File: src/point_to_scan_min_range_binning_core_assert.svh
// Assertion macros shared by the scan binning RTL.
// No dependencies; clocked on i_clk, disabled while i_rst_n is low.
`ifndef POINT_TO_SCAN_MIN_RANGE_BINNING_CORE_ASSERT_SVH
`define POINT_TO_SCAN_MIN_RANGE_BINNING_CORE_ASSERT_SVH

// same-cycle implication
`define PSB_ASSERT_IMP(name, ante, cons, msg) \
    name: assert property (@(posedge i_clk) disable iff (!i_rst_n) (ante) |-> (cons)) \
        else $error(msg);

// next-cycle implication
`define PSB_ASSERT_NXT(name, ante, cons, msg) \
    name: assert property (@(posedge i_clk) disable iff (!i_rst_n) (ante) |=> (cons)) \
        else $error(msg);

`endif

File: src/psb_ram.sv
// Generic single-port-write, single-port-read RAM with registered read data.
// No dependencies.
module psb_ram #(
    parameter int WIDTH = 8,
    parameter int DEPTH = 16
) (
    input  logic                     i_clk,
    input  logic                     i_we,
    input  logic [$clog2(DEPTH)-1:0] i_waddr,
    input  logic [WIDTH-1:0]         i_wdata,
    input  logic [$clog2(DEPTH)-1:0] i_raddr,
    output logic [WIDTH-1:0]         o_rdata
);
    logic [WIDTH-1:0] r_mem [DEPTH];
    logic [WIDTH-1:0] r_rdata;

    always_ff @(posedge i_clk) begin
        if (i_we) begin
            r_mem[i_waddr] <= i_wdata;
        end
        r_rdata <= r_mem[i_raddr];
    end

    assign o_rdata = r_rdata;
endmodule

File: config.mk
export PLATFORM = sky130hd
export DESIGN_NAME = psb_ram
export DESIGN_NICKNAME = d
export VERILOG_FILES = /design/src/point_to_scan_min_range_binning_core_assert.svh /design/src/psb_ram.sv
export SDC_FILE = /design/constraint.sdc
export NUM_CORES = 1
export LEC_CHECK = 0
export ABC_AREA = 1
export BUFFER_PORTS_ARGS = -buffer_cell sky130_fd_sc_hd__buf_2
export CAP_MARGIN = 40
export CORE_MARGIN = 2
export CORE_UTILIZATION = 35
export DETAILED_ROUTE_END_ITERATION = 6
export GPL_TIMING_DRIVEN = 0
export PLACE_DENSITY = 0.51
export SYNTH_ARGS = -nofsm -noshare
export SYNTH_HDL_FRONTEND = slang
export SYNTH_SLANG_ARGS = --single-unit
File: constraint.sdc
create_clock -name i_clk -period 1.5 [get_ports i_clk]
set_input_delay 0.075 -clock i_clk [delete_from_list [all_inputs] [get_ports i_clk]]
set_output_delay 0.075 -clock i_clk [all_outputs]
set_load 0.05 [all_outputs]
==> summary.md, run 1 <==
| Metric | Value |
|---|---|
| # setup viols final | `0` |
| CTS tree | `done` |
| Drt via density | `4.604` |
| Port buffer count | `22` |
| Primary FF master, synth | `edfxtp_1` |
| Worst Hold Depth | `1` |
| Diodes inserted | `0` |
| Worst R2R Path Depth | `6` |
| Area growth from synthesis to layout | `17.01%` |
| Sequential power share | `47.3%` |
| Routed wire length | `14300 µm` |
| Sequential share of the synthesized area | `69.43%` |
| Yosys cell types | `12` |
| WHS Endpoint | `r_mem[10][5]` |
| Routability congestion estimate | `0.8729` |
| NetSw | `2.031 mW` |
| Global route total overflow | `0` |
| Layout Nets | `612` |
| Post-Syn Nets | `569` |
| Synth warnings | `0` |
| Max_slew headroom | `44.71%` |
| Crit path DAT | `1.18 ns` |
| Layout cells sized above 1 | `12.85%` |
| DR iter-0 viols | `362` |
| Clock power share | `45.6%` |
| Die area | `0.01752 mm²` |
| Dominant cell type by area after synthesis | `edfxtp_1` |
| Final ANT Viol Nets | `0` |
| Switching part of the total | `22.48%` |
| Wire per inst | `17.37 µm` |
| Clock Skew | `0.01601 ns` |
| CP max FO | `8` |
| Final HPWL DP | `9581 µm` |
| Post-Syn Area | `0.005767 mm²` |
| Routed vias | `3789` |
| Worst vdd ir | `852.0 µV` |
| Final setup margin | `0.3612 ns` |
| Die X | `132.4 µm` |
| Max Transition Viols Final | `0` |
| R2r setup slk | `0.46 ns` |
| Synthesized instance count | `551` |
| Fin crit period | `1.139 ns` |
| H-tree depth | `4` |
| Mean cell area of the mapped netlist | `10.47 µm²` |
| Place WS | `-0.07859 ns` |
| Hold_sp | `i_wdata[5]` |
| Core area | `0.01600 mm²` |
| Fraction of registers with async set/reset | `0%` |
| Fin. Hold Viols | `0` |
| Commonest cells in the netlist | `nand2_1 (173), edfxtp_1 (128), inv_1 (100)` |
| Post-CTS Resized | `0` |
| Post-synth EDFFs | `128` |
| Num ports | `26` |
| Worst slew pin tran | `0.8263 ns` |
| Setup bufs post-CTS | `0` |
| CTS sink cnt | `136` |
| Largest net degree at the start of global routing | `17` |
| Die height | `132.4 µm` |
| Vias in the first global route | `3721` |
| RSZ-0062 raised after global routing | `no` |
| Crit path capture type | `flip-flop` |
| Worst reg2reg path startpoint | `r_mem[9][1]` |
| Synth top area share | `66.65%` |
| Outcome | `finished clean` |
| Maxcap violations | `0` |
| Reg-to-Reg End | `o_rdata[1]` |
| Synth area leaders | `edfxtp_1 (67%), nand2_1 (11%), nand3_1 (8.4%)` |
| Most frequent cell after synthesis | `nand2_1` |
| Flops & latches, synth | `136` |
| Required time worst endpoint | `1.54 ns` |
| Clock buffer depth | `2` |
| Maximum clock rate | `0.8781 GHz` |
| Drt drc | `0` |
| Initial core utilization | `36.04%` |
| Tot GR Track Use | `17.24%` |
| Fillers | `1600` |
| CP startpoint kind | `input port` |
| 1st-pass router iterations | `5` |
| Critical path class | `input port to flip-flop` |
| FP Rows | `46` |
| Worst hold path class | `input port to flip-flop` |
| Gate power share | `7.1%` |
| Reg clk slew, reported paths | `0.06 ns` |
| P per Cell Area | `1339 mW/mm²` |
| DP Cell Count | `791` |
| Post-Layout Cell Count | `823` |
| Initial antenna violation count | `0` |
| First-pass GRT wire length | `21930 µm` |
| Clock root cell | `clkbuf_16` |
| Worst skew pair latency | `0.43 ns` |
| Hold-fix buffers, CTS | `0` |
| Final Cycle Share | `75.92%` |
| Internal Power | `7.004 mW` |
| Number of CTS-inserted buffers | `17` |
| Leakage | `2.910 nW` |
final cells by class:
class | instances | area, µm² | share of cell area [%]
multi-input cells | 289 | 1214 | 17.99
plain buffers | 24 | 166.4 | 2.466
well taps | 216 | 270.3 | 4.005
repair buffers | 24 | 125.1 | 1.854
clock buffers | 18 | 429.2 | 6.360
clock inverters | 14 | 156.4 | 2.318
inverters | 102 | 382.9 | 5.674
flip-flops and latches | 136 | 4004 | 59.34
how the worst max path moves through the flow:
stage / start / endpoint / slack, ns / cells past startpoint
2_1_floorplan: i_waddr[2] / r_mem[10][0] / 0.47 / 2
3_3_place_gp: i_waddr[3] / r_mem[7][1] / -0.07 / 3
3_5_place_dp: i_waddr[3] / r_mem[7][1] / -0.08 / 3
4_1_cts: i_waddr[3] / r_mem[7][0] / 0.37 / 3
5_1_grt: i_waddr[2] / r_mem[8][4] / 0.31 / 3
6_report: i_waddr[3] / r_mem[4][1] / 0.36 / 3
layout by cell type (no fill, tap or decap), drive strengths merged:
cell type and instances:
inv 103, clkbuf 18, nand3b 2, edfxtp 128, bufinv 3, nor2 17, clkinv 9, nand3 97
buf 48, dfxtp 8, clkinvlp 1, nand2 173
power by group through the flow:
stage	registers (mW)	logic (mW)	clock network [mW]
6_report	4.27	0.643	4.12
2_1_floorplan	4.44	0.300	0
5_1_grt	4.28	0.704	4.33
3_3_place_gp	4.35	0.638	0
3_5_place_dp	4.35	0.644	0
4_1_cts	4.27	0.646	4.18
critical path, stage by stage:
cell and delay (ns):
buf_2 0.12, nand3b_1 0.28, nor2_1 0.69
per-stage QoR:
| step | hold WS, ns | utilization, % | power [mW] | TNS [ns] | area (µm²) |
|---|---|---|---|---|---|
| floorplan | 0.1739 | - | 4.735 | 0 | 5767 |
| global placement | 0.5170 | 38.42 | 4.984 | -1.930 | 6147 |
| detailed placement | 0.5168 | 38.51 | 4.993 | -1.626 | 6162 |
| CTS | 0.07726 | 42.17 | 9.095 | 0 | 6748 |
| global route | 0.08476 | 42.17 | 9.314 | 0 | 6748 |
| finish | 0.07626 | 42.17 | 9.035 | 0 | 6748 |
registers in the layout (all words and copies together) (netlist names):
signal and count:
r_mem 128, o_rdata 8
routing by layer:
metal  vias up  wire, µm  GRT usage, %
met5         -         0             0
met4         0       332         6.810
met3        21       862         4.383
met2       118      6268         25.30
met1      1785      6836         24.50
li1       1865         -             -
kinds of logic (layout without fill, tap and decap cells):
group	after synthesis	count (layout)	share of synthesized area, %
simple gates	289	289	21.05
flops	136	136	69.43
buf+inv	126	182	9.525
Power figures use the tool's default switching activity.
==> run 2: changes to the inputs <==
Settings changed: PLACE_DENSITY 0.51 to 0.53.
Clock period 1.5 ns to 0.95 ns, I/O delays scaled along.
==> run 2 against run 1 <==
The flow now finishes with violations (setup timing). Critical path depth grew 3. Count of clock-buffer cells in the layout grew 7. Die area is the same. First-iteration DRC count shrank 21%. Non-clock buffer count grew 6.
==> summary.md, run 2 (same netlist as run 1, synthesis figures left out) <==
| Metric | Value |
|---|---|
| Outcome | `finished, violations left` |
| Failing checks | `setup timing` |
| Wire per inst | `17.72 µm` |
| CP max stage delay | `0.39 ns` |
| Global route total overflow | `0` |
| Area after DPL | `0.006212 mm²` |
| Vias in the first global route | `3782` |
| P per Cell Area | `2018 mW/mm²` |
| Routed vias | `3869` |
| Core area | `0.01600 mm²` |
| Finished Core Util | `45.00%` |
| Clock root cell | `clkbuf_16` |
| Area growth from synthesis to layout | `24.86%` |
| Tot GR Track Use | `17.64%` |
| RSZ-0062 raised after global routing | `yes` |
| Crit path DAT | `1.28 ns` |
| Total Power | `14.53 mW` |
| Initial antenna violation count | `0` |
| WHS Endpoint | `r_mem[1][2]` |
| Fin. Hold Viols | `0` |
| Hold-fix buffers, CTS | `0` |
| Routed wire length | `14690 µm` |
| Most frequent cells in the layout | `nand2_1 (158), edfxtp_1 (128), inv_1 (100), nand3_1 (50), nand3_2 (46)` |
| R2r setup slk | `-0.03 ns` |
| DR iter-0 viols | `287` |
| Crit path capture type | `flip-flop` |
| H-tree depth | `4` |
| CP startpoint kind | `flip-flop` |
| Leakage | `3.071 nW` |
| Reg-to-Reg End | `o_rdata[7]` |
| Fin crit period | `0.9791 ns` |
| Layout cells sized above 1 | `26.75%` |
| Crit path top cell by count | `nand3_2` |
| Setup bufs post-CTS | `0` |
| Worst slew pin tran | `0.7054 ns` |
| Drt drc | `0` |
| # setup viols final | `4` |
| Worst reg2reg path startpoint | `r_mem[5][7]` |
| Number of CTS-inserted buffers | `17` |
| Final hold slack | `0.03202 ns` |
| Crit-path cells | `inv_1, nand2_1, nand3_2, nand3_2, nand3_2, nand2_2` |
| Largest net degree at the start of global routing | `17` |
| Die height | `132.4 µm` |
| CTS tree | `done` |
| 1st-pass router iterations | `5` |
| Clock Skew | `0.006576 ns` |
| Required time worst endpoint | `1.25 ns` |
| Final instance area | `0.007201 mm²` |
| Routability congestion estimate | `0.8268` |
| Final HPWL DP | `9710 µm` |
| Fillers | `1519` |
| Max reg flops | `128` |
| Worst R2R Path Depth | `6` |
| Most common cell after layout, fill and taps aside | `nand2_1` |
| Die area | `0.01752 mm²` |
| Diodes inserted | `0` |
| Critical path class | `flip-flop to flip-flop` |
| Slowest stage cell, crit path | `edfxtp_1` |
| Post-Layout Cell Count | `829` |
| Die X | `132.4 µm` |
| Final ANT Viol Nets | `0` |
| DP Cell Count | `797` |
| Drt via density | `4.667` |
| Reg clk slew, reported paths | `0.06 ns` |
| Max Transition Viols Final | `0` |
| Worst Hold Depth | `1` |
| First-pass GRT wire length | `22370 µm` |
| Final Cycle Share | `103.1%` |
| Layout Nets | `618` |
| Maxcap violations | `0` |
| Largest register by flop count | `r_mem` |
| Final setup margin | `-0.02908 ns` |
| Worst skew pair latency | `0.42 ns` |
| Initial core utilization | `36.04%` |
| CTS sink cnt | `136` |
| Num ports | `26` |
| Hold_sp | `i_wdata[2]` |
| Max_slew headroom | `52.98%` |
| Worst hold path class | `input port to flip-flop` |
| Worst vdd ir | `1522 µV` |
| Maximum clock rate | `1.021 GHz` |
| FP Rows | `46` |
| Clock buffer depth | `2` |
| Port buffer count | `22` |
| CP max FO | `1` |
[run 2: cell count changes in the layout (fill, tap and decap cells not counted), sizes merged]
cell and change:
buf +6, bufinv -1, clkbuf +7, clkinv -5
inv -1
[run 2: metrics by stage]
stage / setup WS, ns / TNS [ns]
after floorplan: -0.04834 / -3.998
final: -0.02908 / -0.04557
after global placement: -0.6513 / -62.18
after detailed placement: -0.5404 / -39.80
after CTS: -0.04520 / -0.1687
after global routing: -0.08458 / -0.5397
[run 2: where the power goes]
group / switching, mW / total, mW / internal, mW
clock network: 2.37 / 6.57 / 4.20
registers: 0.0487 / 6.77 / 6.72
logic: 0.819 / 1.20 / 0.381
total: 3.23 / 14.5 / 11.3
[run 2: critical path, delay by kind of cell (launching register included)]
kind | cells | cell delay (ns)
buffers and inverters | 1 | 0.07
flip-flops | 1 | 0.39
AND/OR/NAND/NOR | 5 | 0.41
[run 2: worst max-delay path by stage]
stage                     depth (start not counted)  slack [ns]    startpoint            to
after floorplan                                   2       -0.05    i_waddr[2]  r_mem[10][0]
final                                             6       -0.03   r_mem[5][7]    o_rdata[7]
after detailed placement                          4       -0.54    i_waddr[3]   r_mem[6][1]
after global routing                              6       -0.08   r_mem[8][3]    o_rdata[3]
after global placement                            3       -0.65    i_waddr[3]   r_mem[6][1]
after CTS                                         6       -0.05  r_mem[14][7]    o_rdata[7]
[run 2: repair_timing]
| action | 4_1_cts | 5_1_grt |
|---|---|---|
| setup endpoints to repair | 43 | 46 |
| pin swaps | 4 | 19 |
| resized for setup | 50 | 53 |
[run 2: area by class of cell]
class                      instances  area, µm²  share of cell area, %
sequential                       136       4014                  55.74
multi-input combinational        289       1524                  21.16
clock buffer                      25      505.5                  7.020
inverter                         102      382.9                  5.317
tap                              216      270.3                  3.753
timing repair buffer              30      246.5                  3.423
buffer                            24      166.4                  2.311
clock inverter                     7      91.34                  1.268
[run 2: layer usage]
metal  up-vias  global-route usage, %  share of wire, %
li1       1874                      -                 -
met1      1850                  23.66                45
met2       119                  27.63                47
met3        26                  4.498               5.5
met4         0                  6.691               2.2
met5         -                      0                 0
